`config.mk`:
```
export PLATFORM = sky130hd
export DESIGN_NAME = beacon_frame_parser_unit
export DESIGN_NICKNAME = d
export VERILOG_FILES = /design/src/rtl/core/bfp_pkg.sv /design/src/rtl/core/bfp_front.sv /design/src/rtl/core/bfp_queue.sv /design/src/rtl/core/bfp_back.sv /design/src/rtl/core/beacon_frame_parser_unit.sv
export SDC_FILE = /design/constraint.sdc
export NUM_CORES = 1
export LEC_CHECK = 0
export BUFFER_PORTS_ARGS = -buffer_cell sky130_fd_sc_hd__buf_2
export CAP_MARGIN = 10
export CORE_MARGIN = 2
export CORE_UTILIZATION = 40
export CTS_CLUSTER_SIZE = 30
export DETAILED_ROUTE_END_ITERATION = 16
export SYNTH_ARGS = -nofsm -noshare
export SYNTH_HDL_FRONTEND = slang
export SYNTH_SLANG_ARGS = --single-unit
export TNS_END_PERCENT = 20
```
`constraint.sdc`:
```
create_clock -name clk -period 12.6 [get_ports clk]
set_input_delay 1.26 -clock clk [delete_from_list [all_inputs] [get_ports clk]]
set_output_delay 1.26 -clock clk [all_outputs]
set_load 0.005 [all_outputs]
```
`src/rtl/core/bfp_pkg.sv`:
```
// Shared types and constants for the beacon frame parser.
`default_nettype none
package bfp_pkg;

  // Frame layout
  localparam int MAGIC_BYTES = 4;
  localparam int MIN_FRAME   = MAGIC_BYTES + 4 + 4 + 8;
  localparam logic [4:0] TOTAL_MAX = 5'd31;

  // Result queue between front and back
  localparam int QDEPTH = 4;
  localparam int QPTR_W = (QDEPTH > 1) ? $clog2(QDEPTH) : 1;
  localparam int QCNT_W = $clog2(QDEPTH + 1);

  // Result kinds
  localparam logic [1:0] KIND_NET     = 2'd0;
  localparam logic [1:0] KIND_NODE    = 2'd1;
  localparam logic [1:0] KIND_VERDICT = 2'd2;

  // Parser phases
  typedef enum logic [7:0] {
    PH_MAGIC   = 8'b0000_0001,
    PH_NETLEN  = 8'b0000_0010,
    PH_NETID   = 8'b0000_0100,
    PH_NODELEN = 8'b0000_1000,
    PH_NODEID  = 8'b0001_0000,
    PH_STAMP   = 8'b0010_0000,
    PH_DONE    = 8'b0100_0000,
    PH_TRAIL   = 8'b1000_0000
  } bfp_phase_t;

  // Verdict status codes
  typedef enum logic [2:0] {
    ST_OK       = 3'd0,
    ST_SHORT    = 3'd1,
    ST_MAGIC    = 3'd2,
    ST_NET_OVR  = 3'd3,
    ST_NODE_OVR = 3'd4,
    ST_TRUNC    = 3'd5,
    ST_TRAIL    = 3'd6
  } bfp_status_t;

  // One queue entry: up to one id byte and one verdict caused by one input byte
  typedef struct packed {
    logic        has_id;
    logic [1:0]  id_kind;
    logic [7:0]  id_byte;
    logic        has_verdict;
    bfp_status_t status;
    logic [63:0] stamp;
    logic [31:0] network_len;
    logic [31:0] node_len;
  } bfp_entry_t;

  // Queue status seen by front and back
  typedef struct packed {
    logic full;
    logic valid;
  } bfp_qstat_t;

  // One result item
  typedef struct packed {
    logic [1:0]  item_kind;
    logic [7:0]  data_byte;
    logic        last_of_run;
    logic [2:0]  status;
    logic [63:0] stamp;
    logic [31:0] network_len;
    logic [31:0] node_len;
  } bfp_result_t;

endpackage
`default_nettype wire

```
`src/rtl/core/bfp_front.sv`:
```
// Front part: accepts frame bytes, tracks the parse state, queues results.
`default_nettype none
module bfp_front (
  input  wire logic                clk,
  input  wire logic                rst,
  input  wire logic                cfg_valid,
  input  wire logic [63:0]         cfg_data,
  input  wire logic                in_valid,
  output logic                     in_ready,
  input  wire logic [7:0]          in_byte,
  input  wire logic                in_end,
  input  wire bfp_pkg::bfp_qstat_t qstat,
  output logic                     push,
  output bfp_pkg::bfp_entry_t      push_entry
);
  import bfp_pkg::*;

  logic [63:0] magic_value;
  bfp_phase_t  phase, phase_next;
  logic [31:0] field_count, field_count_next;
  logic [31:0] length_shift, length_shift_next;
  logic [31:0] network_len_hold, network_len_hold_next;
  logic [31:0] node_len_hold, node_len_hold_next;
  logic [63:0] stamp_shift, stamp_shift_next;
  logic [4:0]  total_count, total_count_next;
  logic        magic_bad, magic_bad_next;
  logic [31:0] fc_inc;
  logic        accept;
  logic        id_hit;
  logic [1:0]  id_kind;
  bfp_status_t status;

  assign in_ready = !qstat.full;
  assign accept   = in_valid && in_ready;
  assign fc_inc   = field_count + 32'd1;

  // Advance the parse state for one byte
  always_comb begin
    phase_next            = phase;
    field_count_next      = field_count;
    length_shift_next     = length_shift;
    network_len_hold_next = network_len_hold;
    node_len_hold_next    = node_len_hold;
    stamp_shift_next      = stamp_shift;
    magic_bad_next        = magic_bad;
    total_count_next      = (total_count < TOTAL_MAX) ? total_count + 5'd1 : total_count;
    id_hit                = 1'b0;
    id_kind               = KIND_NET;
    case (phase)
      PH_MAGIC: begin
        if (in_byte != magic_value[{field_count[2:0], 3'b000} +: 8]) begin
          magic_bad_next = 1'b1;
        end
        field_count_next = fc_inc;
        if (fc_inc >= 32'(MAGIC_BYTES)) begin
          field_count_next = '0;
          phase_next       = PH_NETLEN;
        end
      end
      PH_NETLEN, PH_NODELEN: begin
        length_shift_next[{field_count[1:0], 3'b000} +: 8] =
          length_shift[{field_count[1:0], 3'b000} +: 8] | in_byte;
        field_count_next = fc_inc;
        if (fc_inc >= 32'd4) begin
          if (phase == PH_NETLEN) begin
            network_len_hold_next = length_shift_next;
          end else begin
            node_len_hold_next = length_shift_next;
          end
          field_count_next  = length_shift_next;
          length_shift_next = '0;
          if (field_count_next != '0) begin
            phase_next = (phase == PH_NETLEN) ? PH_NETID : PH_NODEID;
          end else begin
            // zero length: skip the id field
            phase_next = (phase == PH_NETLEN) ? PH_NODELEN : PH_STAMP;
          end
        end
      end
      PH_NETID, PH_NODEID: begin
        id_hit           = 1'b1;
        id_kind          = (phase == PH_NETID) ? KIND_NET : KIND_NODE;
        field_count_next = field_count - 32'd1;
        if (field_count_next == '0) begin
          phase_next = (phase == PH_NETID) ? PH_NODELEN : PH_STAMP;
        end
      end
      PH_STAMP: begin
        stamp_shift_next[{field_count[2:0], 3'b000} +: 8] =
          stamp_shift[{field_count[2:0], 3'b000} +: 8] | in_byte;
        field_count_next = fc_inc;
        if (fc_inc >= 32'd8) begin
          field_count_next = '0;
          phase_next       = PH_DONE;
        end
      end
      default: begin
        // past the timestamp: count, forward nothing
        phase_next = PH_TRAIL;
      end
    endcase
  end

  // Pick the verdict from how far the parse got
  always_comb begin
    if (total_count_next < 5'(MIN_FRAME)) begin
      status = ST_SHORT;
    end else if (magic_bad_next) begin
      status = ST_MAGIC;
    end else begin
      case (phase_next)
        PH_NETID:  status = ST_NET_OVR;
        PH_NODEID: status = ST_NODE_OVR;
        PH_DONE:   status = ST_OK;
        PH_TRAIL:  status = ST_TRAIL;
        default:   status = ST_TRUNC;
      endcase
    end
  end

  // Build the queue entry
  always_comb begin
    push                   = accept && (id_hit || in_end);
    push_entry.has_id      = id_hit;
    push_entry.id_kind     = id_kind;
    push_entry.id_byte     = in_byte;
    push_entry.has_verdict = in_end;
    push_entry.status      = status;
    push_entry.stamp       = (status == ST_OK) ? stamp_shift_next : '0;
    push_entry.network_len = network_len_hold_next;
    push_entry.node_len    = node_len_hold_next;
  end

  // Hold the prefix register
  always_ff @(posedge clk) begin
    if (rst) begin
      magic_value <= '0;
    end else if (cfg_valid) begin
      magic_value <= cfg_data;
    end
  end

  // Update the parse state; clear it after a verdict
  always_ff @(posedge clk) begin
    if (rst || (accept && in_end)) begin
      phase            <= PH_MAGIC;
      field_count      <= '0;
      length_shift     <= '0;
      network_len_hold <= '0;
      node_len_hold    <= '0;
      stamp_shift      <= '0;
      total_count      <= '0;
      magic_bad        <= 1'b0;
    end else if (accept) begin
      phase            <= phase_next;
      field_count      <= field_count_next;
      length_shift     <= length_shift_next;
      network_len_hold <= network_len_hold_next;
      node_len_hold    <= node_len_hold_next;
      stamp_shift      <= stamp_shift_next;
      total_count      <= total_count_next;
      magic_bad        <= magic_bad_next;
    end
  end

  a_clear_after_verdict: assert property (@(posedge clk) disable iff (rst)
    (accept && in_end) |=> (phase == PH_MAGIC && total_count == '0 && !magic_bad))
    else $error("parse state not cleared after verdict");

  a_ok_needs_clean_magic: assert property (@(posedge clk) disable iff (rst)
    (push && push_entry.has_verdict && push_entry.status == ST_OK)
      |-> (!magic_bad_next && total_count_next >= 5'(MIN_FRAME)))
    else $error("ok verdict on bad prefix or short frame");

endmodule
`default_nettype wire

```
`src/rtl/core/bfp_queue.sv`:
```
// Short result queue that decouples the parser from the output side.
`default_nettype none
module bfp_queue (
  input  wire logic                clk,
  input  wire logic                rst,
  input  wire logic                push,
  input  wire bfp_pkg::bfp_entry_t push_entry,
  input  wire logic                pop,
  output bfp_pkg::bfp_entry_t      head,
  output bfp_pkg::bfp_qstat_t      qstat
);
  import bfp_pkg::*;

  bfp_entry_t        mem [QDEPTH];
  logic [QPTR_W-1:0] wr_ptr, rd_ptr;
  logic [QCNT_W-1:0] count;

  assign head        = mem[rd_ptr];
  assign qstat.full  = (count == QCNT_W'(QDEPTH));
  assign qstat.valid = (count != '0);

  // Store pushed entries
  always_ff @(posedge clk) begin
    if (push) begin
      mem[wr_ptr] <= push_entry;
    end
  end

  // Advance pointers and fill count
  always_ff @(posedge clk) begin
    if (rst) begin
      wr_ptr <= '0;
      rd_ptr <= '0;
      count  <= '0;
    end else begin
      if (push) begin
        wr_ptr <= (wr_ptr == QPTR_W'(QDEPTH - 1)) ? '0 : wr_ptr + QPTR_W'(1);
      end
      if (pop) begin
        rd_ptr <= (rd_ptr == QPTR_W'(QDEPTH - 1)) ? '0 : rd_ptr + QPTR_W'(1);
      end
      count <= count + QCNT_W'(push) - QCNT_W'(pop);
    end
  end

  a_no_overflow: assert property (@(posedge clk) disable iff (rst)
    qstat.full |-> !push)
    else $error("push into full queue");

  a_no_underflow: assert property (@(posedge clk) disable iff (rst)
    !qstat.valid |-> !pop)
    else $error("pop from empty queue");

endmodule
`default_nettype wire

```
`src/rtl/core/bfp_back.sv`:
```
// Back part: drains queue entries into one result register.
`default_nettype none
module bfp_back (
  input  wire logic                clk,
  input  wire logic                rst,
  input  wire bfp_pkg::bfp_entry_t head,
  input  wire bfp_pkg::bfp_qstat_t qstat,
  output logic                     pop,
  output logic                     res_valid,
  input  wire logic                res_ready,
  output bfp_pkg::bfp_result_t     res
);
  import bfp_pkg::*;

  logic        sub, sub_next;
  logic        load;
  bfp_result_t res_next;

  assign load = !res_valid || res_ready;

  // Select the next result: id byte first, then the verdict of the same entry
  always_comb begin
    pop      = 1'b0;
    sub_next = sub;
    res_next = res;
    if (load && qstat.valid) begin
      if (head.has_id && !sub) begin
        res_next.item_kind   = head.id_kind;
        res_next.data_byte   = head.id_byte;
        res_next.last_of_run = !head.has_verdict;
        res_next.status      = ST_OK;
        res_next.stamp       = '0;
        res_next.network_len = '0;
        res_next.node_len    = '0;
        if (head.has_verdict) begin
          sub_next = 1'b1;
        end else begin
          pop = 1'b1;
        end
      end else begin
        res_next.item_kind   = KIND_VERDICT;
        res_next.data_byte   = '0;
        res_next.last_of_run = 1'b1;
        res_next.status      = head.status;
        res_next.stamp       = head.stamp;
        res_next.network_len = head.network_len;
        res_next.node_len    = head.node_len;
        pop                  = 1'b1;
        sub_next             = 1'b0;
      end
    end
  end

  // Hold the result payload
  always_ff @(posedge clk) begin
    if (load) begin
      res <= res_next;
    end
  end

  // Track output valid and the split-entry flag
  always_ff @(posedge clk) begin
    if (rst) begin
      res_valid <= 1'b0;
      sub       <= 1'b0;
    end else begin
      if (load) begin
        res_valid <= qstat.valid;
      end
      sub <= sub_next;
    end
  end

  a_id_then_verdict: assert property (@(posedge clk) disable iff (rst)
    (res_valid && res_ready && res.item_kind != KIND_VERDICT && !res.last_of_run)
      |=> (res_valid && res.item_kind == KIND_VERDICT))
    else $error("verdict does not follow split id byte");

  a_verdict_last: assert property (@(posedge clk) disable iff (rst)
    (res_valid && res.item_kind == KIND_VERDICT) |-> res.last_of_run)
    else $error("verdict not marked last");

endmodule
`default_nettype wire

```
`src/rtl/core/beacon_frame_parser_unit.sv`:
```
// Beacon frame parser: frame bytes in, tagged id bytes and a verdict out.
//
// Usage:
//   s_* carries one frame byte per transfer; s_tlast marks the frame's last byte.
//   m_* carries results: network id bytes (tuser 0), node id bytes (tuser 1) and
//   one verdict (tuser 2) on the last byte of each frame, with status, timestamp
//   and both declared lengths. m_tlast marks the final result of an input byte.
//   Discard the id bytes of a frame whose verdict status is not ok.
//   cfg_* writes the expected prefix (byte i in bits 8i+7..8i); write it only
//   while the block is idle. cfg_ready is always high.
// Timing:
//   One byte per cycle sustained while s_tready is high. Each result passes
//   through the result queue and then the result register before m_tvalid
//   rises. A last byte that is also an id byte gives two results, one after
//   the other; the four-entry result queue absorbs this, and s_tready drops
//   only when that queue is full.
// Reset clears the parse state, the queue and the prefix register (to zero).
// When the receiver stalls, the result is held and the queue fills, then
// s_tready goes low until results are taken.
`default_nettype none
module beacon_frame_parser_unit (
  input  wire logic         clk,
  input  wire logic         rst,
  input  wire logic         cfg_valid,
  output logic              cfg_ready,
  input  wire logic [63:0]  cfg_data,   // magic_value
  input  wire logic         s_tvalid,
  output logic              s_tready,
  input  wire logic [7:0]   s_tdata,    // in_byte[7:0]
  input  wire logic         s_tlast,    // frame_end
  output logic              m_tvalid,
  input  wire logic         m_tready,
  // data_byte[7:0], status[10:8], stamp[74:11], network_len[106:75],
  // node_len[138:107], zero[143:139]
  output logic [143:0]      m_tdata,
  output logic [1:0]        m_tuser,    // item_kind[1:0]
  output logic              m_tlast     // last_of_run
);
  import bfp_pkg::*;

  bfp_qstat_t  qstat;
  bfp_entry_t  push_entry, head;
  logic        push, pop;
  bfp_result_t res;

  assign cfg_ready = 1'b1;

  bfp_front u_front (
    .clk        (clk),
    .rst        (rst),
    .cfg_valid  (cfg_valid),
    .cfg_data   (cfg_data),
    .in_valid   (s_tvalid),
    .in_ready   (s_tready),
    .in_byte    (s_tdata),
    .in_end     (s_tlast),
    .qstat      (qstat),
    .push       (push),
    .push_entry (push_entry)
  );

  bfp_queue u_queue (
    .clk        (clk),
    .rst        (rst),
    .push       (push),
    .push_entry (push_entry),
    .pop        (pop),
    .head       (head),
    .qstat      (qstat)
  );

  bfp_back u_back (
    .clk       (clk),
    .rst       (rst),
    .head      (head),
    .qstat     (qstat),
    .pop       (pop),
    .res_valid (m_tvalid),
    .res_ready (m_tready),
    .res       (res)
  );

  // Pack the result onto the master side
  assign m_tdata = {5'b0, res.node_len, res.network_len, res.stamp, res.status,
                    res.data_byte};
  assign m_tuser = res.item_kind;
  assign m_tlast = res.last_of_run;

endmodule
`default_nettype wire
```
# After elaboration in Yosys (flattened, before gate mapping)

Memory sizes are Yosys's and may differ from the RTL's. A register that Yosys moved wholly into a read port is not among the register bits.
Index checks and enable logic that the tools add are counted.

Memory bits (writable): 572
Memories kept: 1
Register bits: 421
Input port bits: 78
Word-level logic and storage cells: 126
Output and inout bits: 150

Memories:

| memory      | depth | bits a word | read ports | clocked after Yosys merged registers in | wr ports | line            | RTL |
|---|---|---|---|---|---|---|---|
| u_queue.mem | 4     | 143         | 1          | 1                                       | 1        | bfp_queue.sv:14 | `bfp_entry_t mem [QDEPTH];` |

Muxes and demuxes: 44
Shift operators: 7
Bitwise logic cells: 2
Reduce and logical (&&, ||, !) cells: 23
$lt $le $gt $ge: 4
Add/subtract/negate cells: 9
Equality and inequality tests: 15

Operators with widths:

| operator                 | number |
|---|---|
| $mux W32                 | 10 |
| $mux W64                 | 2 |
| $pmux W32 S4             | 1 |
| $shiftx A64 B7 Y8        | 2 |
| $bwmux W64               | 1 |
| $shift A8 B8 Y64 const A | 1 |
| $shiftx A8 B8 Y64        | 1 |
| $mux W8                  | 5 |
| $add A32 B1 Y32 const B  | 1 |
| $bwmux W32               | 1 |
| $ge A32 B3 Y1 const B    | 1 |
| $ge A32 B4 Y1 const B    | 1 |
| $logic_not A32 Y1        | 1 |
| $pmux W8 S4              | 1 |
| $reduce_bool A32 Y1      | 1 |
| $shift A8 B7 Y32 const A | 1 |
| $shiftx A32 B6 Y8        | 1 |
| $shiftx A8 B7 Y32        | 1 |
| $sub A32 B1 Y32 const B  | 1 |
| $eq A8 B3 Y1 const B     | 2 |
| $eq A8 B5 Y1 const B     | 2 |
| $or A8 B8 Y8             | 2 |
| $mux W6                  | 2 |
| $pmux W3 S4              | 1 |
| other kinds (29)         | 61 |

# Longest topological paths before layout

Gate-level depths: netlist (run 1).

Depth after elaboration: 14
Mapped depth: 16
Mapped depth without buffers: 12

# Cells and area by module

Synthesis (run 1) repeated with hierarchy kept, for this count alone.

Cell total of the unflattened synthesis: 3092
Area total of the unflattened synthesis: 43290.3 sq um

By module, submodules not included:

| module                   | seq. area each (sq um) | cells each | instances | area an instance (sq um) |
|---|---|---|---|---|
| bfp_queue                | 17356.6                | 790        | 1         | 21060.2 |
| bfp_front                | 5405.2                 | 1982       | 1         | 16450.8 |
| bfp_back                 | 4304.1                 | 312        | 1         | 5726.7 |
| beacon_frame_parser_unit | 0.0                    | 8          | 1         | 52.6 |

# Worst setup path before layout (run 1)

No wires, ideal clock.

Kind: input port to flip-flop
Start point: input port m_tready
End point: register u_queue.count[2]
Library setup time: 0.128 ns
Path slack: 2.832 ns
Data required time: 12.472 ns
Arrival time: 9.640 ns
Cell stages on the path: 11
Path buffers: 0
Cell sequence: nand2b_1 > nor2b_1 > nand2_1 > inv_1 > ha_1 > inv_1 > ha_1 > inv_1 > fa_1 > xnor2_1 > nor2_1

Cells in the longest elaborated chain, start to end: 4

RTL lines:

| item                 | line                           | RTL |
|---|---|---|
| from (decl)          | beacon_frame_parser_unit.sv:32 | `input wire logic m_tready,` |
| $logic_or A1 B1 Y1   | bfp_back.sv:19                 | `assign load = !res_valid \|\| res_ready;` |
| $logic_and A1 B1 Y1  | bfp_back.sv:26                 | `if (load && qstat.valid) begin` |
| $mux W1              | bfp_back.sv:26                 |  |
| net pop              | beacon_frame_parser_unit.sv:43 | `logic push, pop;` |
| $sub A3 B1 Y3        | bfp_queue.sv:42                | `count <= count + QCNT_W'(push) - QCNT_W'(pop);` |
| to (signal assigned) | bfp_queue.sv:42                |  |
| to (decl)            | bfp_queue.sv:16                | `logic [QCNT_W-1:0] count;` |

The timed path passes the listed nets, and every way through them passes these cells.
A chain may end at the register's enable or synchronous reset.

# Final worst setup path (run 1)

Start point: register u_front.phase[1]
End point: memory u_queue.mem[0][40] (netlist name) (enable)

Cells in the longest elaborated chain, start to end: 7
Elaborated cells on any way between the ends: 8
Those cells by class: 2 x eq/ne; 3 x mux; 3 x reduce/logical

RTL lines:

| item                                         | line                           | RTL |
|---|---|---|
| from (decl)                                  | bfp_front.sv:19                | `bfp_phase_t phase, phase_next;` |
| from (signal assigned)                       | bfp_front.sv:155               | `phase <= phase_next;` |
| $eq A8 B5 Y1 or $eq A8 B3 Y1 (tied branches) | bfp_front.sv:49                | `case (phase)` |
| $reduce_or A2 Y1 *                           | bfp_front.sv:49                |  |
| $mux W1 *                                    | bfp_front.sv:49                |  |
| $logic_or A1 B1 Y1 *                         | bfp_front.sv:123               | `push = accept && (id_hit \|\| in_end);` |
| $logic_and A1 B1 Y1 *                        | bfp_front.sv:123               |  |
| net push                                     | beacon_frame_parser_unit.sv:43 |  |
| $mux W1 *                                    | bfp_queue.sv:24                | `if (push) begin` |
| $mux W1 (implied by the code) *              | bfp_queue.sv:25                | `mem[wr_ptr] <= push_entry;` |
| to (decl)                                    | bfp_queue.sv:14                |  |

The timed path passes the listed nets; every way through them passes the cells marked *.

==> results.md, run 1 <==
* Crit path cell chain: nor4_1, nand3_1, inv_1, nor2_1, nor2_1, and2_4, buf_4, buf_4
* Reg2reg end: u_queue.mem[0][40]$_DFFE_PP_
* Routability cong. at just under 0.9
* Largest fanout on the critical path at just over 60
* EDFF count, synth at between 700 and 800
* Max Cap Violations at 0
* RSZ-0062 raised after global routing: no
* GRT busiest layer: met2
* WL final at approximately 110 mm
* Hold Path Cell Cnt at 2
* Clock buffer count from CTS at 103
* Crit. End Element: register
* Dpl hpwl at 68.6 mm
* Clk root buf: clkbuf_16
* Synth Flop Type: edfxtp_1
* Crit-path max cell delay at about 0.86 ns
* Starting density of the core at 0.403
* Power Density at 196 nW/um2
* CP Launch Type: register
* Worst setup endpoint: u_queue.mem[0][40]$_DFFE_PP_
* CTS Sinks at a little under 1000
* Total GRT Usage at 0.199
* Worst skew pair latency at about 0.7 ns
* Core area at ~100000 um2
* Post-layout util at 0.459
* Clock H-tree levels at 3
* Post-Synthesis Cells at ~3200
* Buffers on Ports at about 220
* Worst Skew at 0.0361 ns
* Tcrit/Tclk final at 0.482
* Avg Cell Area, Syn at around 13 um2
* Final setup viols at 0
* Min-Delay Path Class: reg2reg
* Unique masters post-synth at 70
* Reg2reg setup slack at 6.53 ns
* DRT iter0 DRCs at 2861
* Grt met3 use at 0.0378
* Post_cts resized at 0
* Crit Path Class: reg2reg
* Crit. Startpoint: u_front.phase[1]$_SDFFE_PP0P_
* Largest net degree at the start of global routing at a little under 80
* Fraction of registers with async set or reset after synthesis at 0
* Clk buf depth at 3
* Vias in the first global route at about 25000
* Crit path required time at ~13 ns
* Status: finished clean
* CTS tree: built
* Routed WL per cell at roughly 22 um
* Arrival time worst endpoint at between 6 and 7 ns
* First-pass GRT wire length at 162 mm
* Leakage at ~16 nW
* Number of warnings issued by yosys at 0
* FMAX at between 150 and 200 MHz
* Compound-Gate Fraction of Synth Area at 0.0795
* Slew Limit Fails at 0
* Slew headroom at 0.235
* TritonRoute pass-1 iters at 6
* GRT overflow at 0
* Worst-case reg-to-reg path depth at 8
* Post-layout min period at about 6.1 ns
* Die Height at around 330 um
* XOR/XNOR Fraction of Synth Area at 0.00652
* Total negative setup slack at 0 ns
* Maximum vdd drop at 123 uV
* Final nets at about 3400
* Initial antenna violation count at 9
* Number of remaining DRC errors at 0
* Synth Area in Adders at 0.00499
* GR Util met1 at 0.291
* Post-CTS Hold Buffers at 0
* Clock transition at the registers of the reported paths at 0.06 ns
* Multiplexer share of the synthesized area at 0.113
* Vias at ~27000
* Critical path's slowest cell: inv_1
* Synth-to-Final Area Change at 13.9%
* Area of the die at roughly 110000 um2
* Routed Antenna Nets at 0
* # Post-CTS Setup Buffers at 0
* WHS at ~0.47 ns
* Synth Area in Simple Gates at 0.124
* Sequential share of the synthesized area at 0.647
* Row cnt at 118
* RR Startpoint: u_front.phase[1]$_SDFFE_PP0P_
* Met2 Usage GRT at 0.300
* Die Wd at 327 um
* Routed vias/inst at roughly 5.5
* Number of synthesized register bits at 991
* Final Hold Fails at 0
* Post-Syn Area at approximately 42000 um2
* Share of layout cells above drive strength 1 at 0.185
* Boundary Pins at about 230
* Largest family of logic cells by synthesized area: simple AND/OR/NAND/NOR gates
* Tightest Pin Transition at 1.13 ns
==> metrics by stage <==
step / power [mW] / cells / instance area, um2 / setup slack (ns)
2_1_floorplan: 5.61 / 3200 / 41600 / 2.83
3_3_place_gp: 6.39 / 4623 / 44000 / 6.58
3_5_place_dp: 6.39 / 4623 / 44000 / 6.46
4_1_cts: 9.41 / 4818 / 47400 / 6.51
5_1_grt: 9.72 / 4819 / 47400 / 6.16
6_report: 9.31 / 4821 / 47400 / 6.53
==> cell usage after synthesis, drive strengths merged, types with 36 or more instances <==
cell / count / area (um2)
mux2i: 80 / 801
nor2b: 136 / 851
o21ai: 36 / 180
nor3: 43 / 236
mux4: 174 / 3920
clkbuf: 179 / 672
a211oi: 80 / 606
nand2: 298 / 1120
nand3: 64 / 325
edfxtp: 710 / 21300
buf: 43 / 240
a21oi: 358 / 1790
nor2: 387 / 1450
dfxtp: 281 / 5630
==> cells in the final DEF (no fill, tap or decap), types with 14 or more instances in the layout <==
cell	instances
a22oi_1	15
o21ai_0	35
nor3_1	40
buf_4	46
mux2i_1	80
o2bb2ai_1	20
nand2_1	297
buf_2	220
nand3_1	63
and2_1	29
nor2b_1	134
dfxtp_1	277
nand4_1	25
or4_1	17
edfxtp_1	710
inv_1	21
mux4_2	174
a21oi_1	354
nor2_1	387
clkbuf_16	104
or3_1	14
xnor2_1	21
clkbuf_8	18
clkbuf_1	23
nor4_1	19
a211oi_1	78
ha_1	15
==> registers in the layout, summed over array words and instances, names as in the netlist, named ones only <==
signal and count:
u_queue.mem 568, u_back.res 142, u_front.magic_value 64, u_front.stamp_shift 64, u_front.field_count 32, u_front.length_shift 32, u_front.network_len_hold 32, u_front.node_len_hold 32
u_front.phase 8, u_front.total_count 5, u_queue.count 3, u_queue.rd_ptr 2, u_queue.wr_ptr 2, u_back.res_valid 1, u_back.sub 1, u_front.magic_bad 1
==> where the power goes <==
group          total (mW)  internal [mW]  switching (mW)
combinational        2.21          0.830            1.38
sequential           4.09           3.96           0.135
clock                3.01           1.74            1.27
total                9.31           6.53            2.78
==> critical path: cells and delay by family, from the launching register on <==
kind                   cells  cell delay, ns
buffers and inverters      3            2.44
AND/OR/NAND/NOR            5            2.80
flip-flops                 1            0.37
==> cells by family (layout without fill, tap and decap cells) <==
| kind of cell | Yosys count | count (layout) |
|---|---|---|
| flip-flops | 991 | 991 |
| multiplexers | 254 | 254 |
| adder cells (fa/ha/maj) | 16 | 16 |
| buffers and inverters | 243 | 482 |
| XOR/XNOR | 31 | 31 |
| AO/OA/AOI/OAI | 561 | 561 |
| other | 2 | 8 |
| AND/OR/NAND/NOR | 1098 | 1098 |
==> layer usage <==
metal,routed length [um],part of all wire
met5,69,0.00064
met3,7850,0.073
met2,48200,0.45
met4,2910,0.027
met1,48600,0.45
==> worst min path at each step <==
stage / start / endpoint
4_1_cts: u_queue.rd_ptr[1]$_SDFFE_PP0P_ / register
3_5_place_dp: u_front.stamp_shift[17]$_SDFFE_PP0P_ / u_front.stamp_shift[17]$_SDFFE_PP0P_
5_1_grt: u_front.stamp_shift[18]$_SDFFE_PP0P_ / u_front.stamp_shift[18]$_SDFFE_PP0P_
2_1_floorplan: u_front.stamp_shift[55]$_SDFFE_PP0P_ / u_front.stamp_shift[55]$_SDFFE_PP0P_
3_3_place_gp: u_queue.rd_ptr[1]$_SDFFE_PP0P_ / register
6_report: u_queue.rd_ptr[1]$_SDFFE_PP0P_ / register
==> area by class of cell <==
type                       count  area [um2]
timing repair buffer         266        1450
inverter                      21        78.8
tap                         1380        1730
fill                        9275       55900
sequential                   991       27000
clock buffer                 149        2960
multi-input combinational   1966       13800
antenna                        2        5.00
clock inverter                46         434
No activity file was read; power rests on OpenSTA's default activity.
==> inputs of run 2 (changes only) <==
- ABC_AREA: default -> 1
- clock period: 12.6 -> 5.2 ns (I/O delays scaled with it)
==> run 2 against run 1 <==
Compared with the run above: sequential power grew to 2.6 times the previous value; clock skew grew 0.026 ns; global-route usage grew 3.0 points; register-to-register slack lost 5.9 ns; hold slack lost 0.43 ns; final area grew 6.6%; via count grew 28%; count of clock-buffer cells in the layout grew 8; sequential share of layout area shrank 3.5 points; maximum frequency grew 33%; area after synthesis grew 5.5%; cell count grew 33%; critical endpoint is now u_front.network_len_hold[23]$_SDFFE_PP0P_; largest cell class unchanged; highest routed layer is now met4.
==> results.md, run 2 <==
* Post-layout min period at 4.56 ns (-1.51 ns)
* Die Height at 335 um (+2.7%)
* Slew headroom at 0.188 (-0.0464)
* Most flops, register: u_queue.mem
* Unique masters post-synth at 48 (-31%)
* Crit path cell chain: ha_1, inv_1, nor2_1, nand2_1, nor2_1, nand3_1, nand2_1, nor2_1, nand2_1, nor2_4, nand3_4, nand2_2, inv_2, buf_4, nand2_1, o21ai_1, o21ai_0, inv_1
* Worst Skew at 0.0622 ns (+0.0261 ns)
* Commonest non-fill, non-tap cell in the layout: nand2_1
* Avg Cell Area, Syn at 9.31 um2 (-29%)
* Power Density at 536 nW/um2 (+170%)
* Largest fanout on the critical path at 50 (-19%)
* Crit-path most repeated cell: nand2_1
* Row cnt at 121 (+2.5%)
* Setup ws final at 0.640 ns (-5.89 ns)
* Routability cong. at 1.02 (+15%)
* Clock buffer count from CTS at 106 (+2.9%)
* Crit path required time at 5.84 ns (-7.07 ns)
* CTS tree: built
* Largest net degree at the start of global routing at 151 (+96%)
* Maximum vdd drop at 351 uV (+180%)
* Critical path's slowest cell: dfxtp_2
* FMAX at 219 MHz (+33%)
* RSZ-0062 raised after global routing: no
* Dominant cell type by area after synthesis: edfxtp_1
* Placed cells at 6168 (+33%)
* GRT overflow at 0 (unchanged)
* Routed Antenna Nets at 0 (unchanged)
* Post-Syn Area at 43900 um2 (+5.5%)
* Boundary Pins at 228 (unchanged)
* Worst skew pair latency at 0.73 ns (+0.03 ns)
* Most frequent cell after synthesis: nand2_1
* Post-layout util at 0.465 (+0.00569)
* Clock H-tree levels at 3 (unchanged)
* CP Launch Type: register
* Number of flip-flops under the largest register name at 568 (unchanged)
* Final setup viols at 0 (unchanged)
* Final nets at 4996 (+45%)
* Routed vias/inst at 5.34 (-3.6%)
* Most frequent cells in the layout: 796 x nand2_1, 710 x edfxtp_1, 706 x nor2_1
* Share of layout cells above drive strength 1 at 0.119 (-0.0667)
* Post-Synthesis Cells at 4716 (+48%)
* Die Wd at 335 um (+2.7%)
* Total negative setup slack at 0 ns (unchanged)
* Clk buf depth at 3 (unchanged)
* Leakage at 19.5 nW (+23%)
* Number of remaining DRC errors at 0 (unchanged)
* Area of the die at 112000 um2 (+5.4%)
* Post_cts resized at 0 (unchanged)
* Dpl hpwl at 84.4 mm (+23%)
* Placed cell area at 46600 um2 (+5.8%)
* Total GRT Usage at 0.229 (+0.0302)
* Vias at 34200 (+28%)
* Starting density of the core at 0.403 (+0.000517)
* WL final at 131 mm (+22%)
* Top Registers: u_queue.mem x568, u_back.res x142
* Tightest Pin Transition at 1.20 ns (+0.0717 ns)
* Crit path max-delay family: simple AND/OR/NAND/NOR gates
* Number of synthesized register bits at 991 (unchanged)
* Core area at 109000 um2 (+5.3%)
* TritonRoute pass-1 iters at 6 (unchanged)
* Crit-path max cell delay at 0.72 ns (-0.14 ns)
* Fraction of registers with async set or reset after synthesis at 0 (unchanged)
* Routed WL per cell at 20.4 um (-8.4%)
* Initial antenna violation count at 2 (-7)
* Clock transition at the registers of the reported paths at 0.06 ns (about the same)
* Slew Limit Fails at 0 (unchanged)
* Tcrit/Tclk final at 0.877 (+0.395)
* Ranking of synthesized cells by area: edfxtp_1 49%, dfxtp_1 13%, o21ai_0 7.3%, nand2_1 6.8%, nor2_1 6.1%
* First-pass GRT wire length at 198 mm (+22%)
* Number of warnings issued by yosys at 0 (unchanged)
* Vias in the first global route at 32100 (+26%)
* Final Hold Fails at 0 (unchanged)
* CTS Sinks at 991 (unchanged)
* WHS at 0.0447 ns (-0.428 ns)
* Tot Pwr at 27.1 mW (+190%)
* EDFF count, synth at 710 (unchanged)
* Arrival time worst endpoint at 5.20 ns (-1.18 ns)
* Synth cell count leaders: 798 x nand2_1, 711 x nor2_1, 710 x edfxtp_1, 637 x o21ai_0, 474 x inv_1
* Pre-CTS setup slack at 0.772 ns (-5.68 ns)
* Non-filler instance count after layout at 6409 (+33%)
* Ant diodes at 0 (-2)
* Synth Flop Type: edfxtp_1
* Status: finished clean
* DRT iter0 DRCs at 3514 (+23%)
* Clk root buf: clkbuf_16
* Sequential share of the synthesized area at 0.614 (-0.0335)
* Worst path bufs/invs at 4 (+1)
* Buffers on Ports at 221 (unchanged)
* Crit Path Class: reg2reg
* Crit. End Element: register
* Min-Delay Path Class: in2reg
* Fillers at 10200 (+9.9%)
* Final Instance Area at 50600 um2 (+6.6%)
* Area fraction of the dominant cell type after synthesis at 0.486 (-0.0265)
* Synth-to-Final Area Change at 15.2%
* Max Cap Violations at 0 (unchanged)
-- run 2: layout make-up --
cell class | instances | area (um2) | area share
clock buffer | 157 | 3090 | 0.0610
clock inverter | 44 | 517 | 0.0102
inverter | 486 | 1840 | 0.0363
multi-input combinational | 2962 | 14000 | 0.277
sequential | 991 | 27000 | 0.533
tap | 1414 | 1770 | 0.0350
timing repair buffer | 355 | 2370 | 0.0470
-- run 2: tightest hold or removal path: stages --
cell and delay (ns):
buf_2 0.08, nor2_1 0.04, nor2_1 0.08
-- run 2: worst paths after layout --
path	from	end	slack [ns]	depth (start not counted)
setup / recovery	u_front.field_count[1]$_SDFFE_PP0P_	u_front.network_len_hold[23]$_SDFFE_PP0P_	0.64	18
hold / removal	cfg_data[36]	u_front.magic_value[36]$_SDFFE_PP0P_	0.04	3
setup reg to reg	u_front.field_count[1]$_SDFFE_PP0P_	u_front.network_len_hold[23]$_SDFFE_PP0P_	0.64	18
hold reg to reg	u_front.magic_bad$_SDFFE_PP0P_	u_front.magic_bad$_SDFFE_PP0P_	0.48	2
-- run 2: logic make-up after synthesis --
kind of cell / count (synthesis) / share of synthesized area
and+or+nand+nor: 1807 / 0.174
AOI/OAI and AO/OA: 1125 / 0.137
DFF: 991 / 0.614
buffers and inverters: 767 / 0.0688
adders and majority gates: 16 / 0.00473
xor gates and xnor gates: 8 / 0.00160
other: 2 / 0.000171
-- run 2: timing repair --
action / in CTS / in global routing
buffers inserted: 0 / 0
hold buffers: 40 / 0
hold endpoints to repair: 49 / 0
-- run 2: metal layers --
layer  vias to the layer above  wire length (um)  track usage
li1                      16400                 -            -
met1                     16400             58900        0.324
met2                      1201             58600        0.357
met3                       212              9420       0.0356
met4                         0              4070       0.0790
met5                         -                 0            0
-- run 2: where the power goes --
group,switching (mW),leakage [nW],internal (mW),total [mW]
combinational,6.34,9.09,2.47,8.81
clock,3.25,1.75,4.40,7.65
sequential,0.544,8.69,10.1,10.6
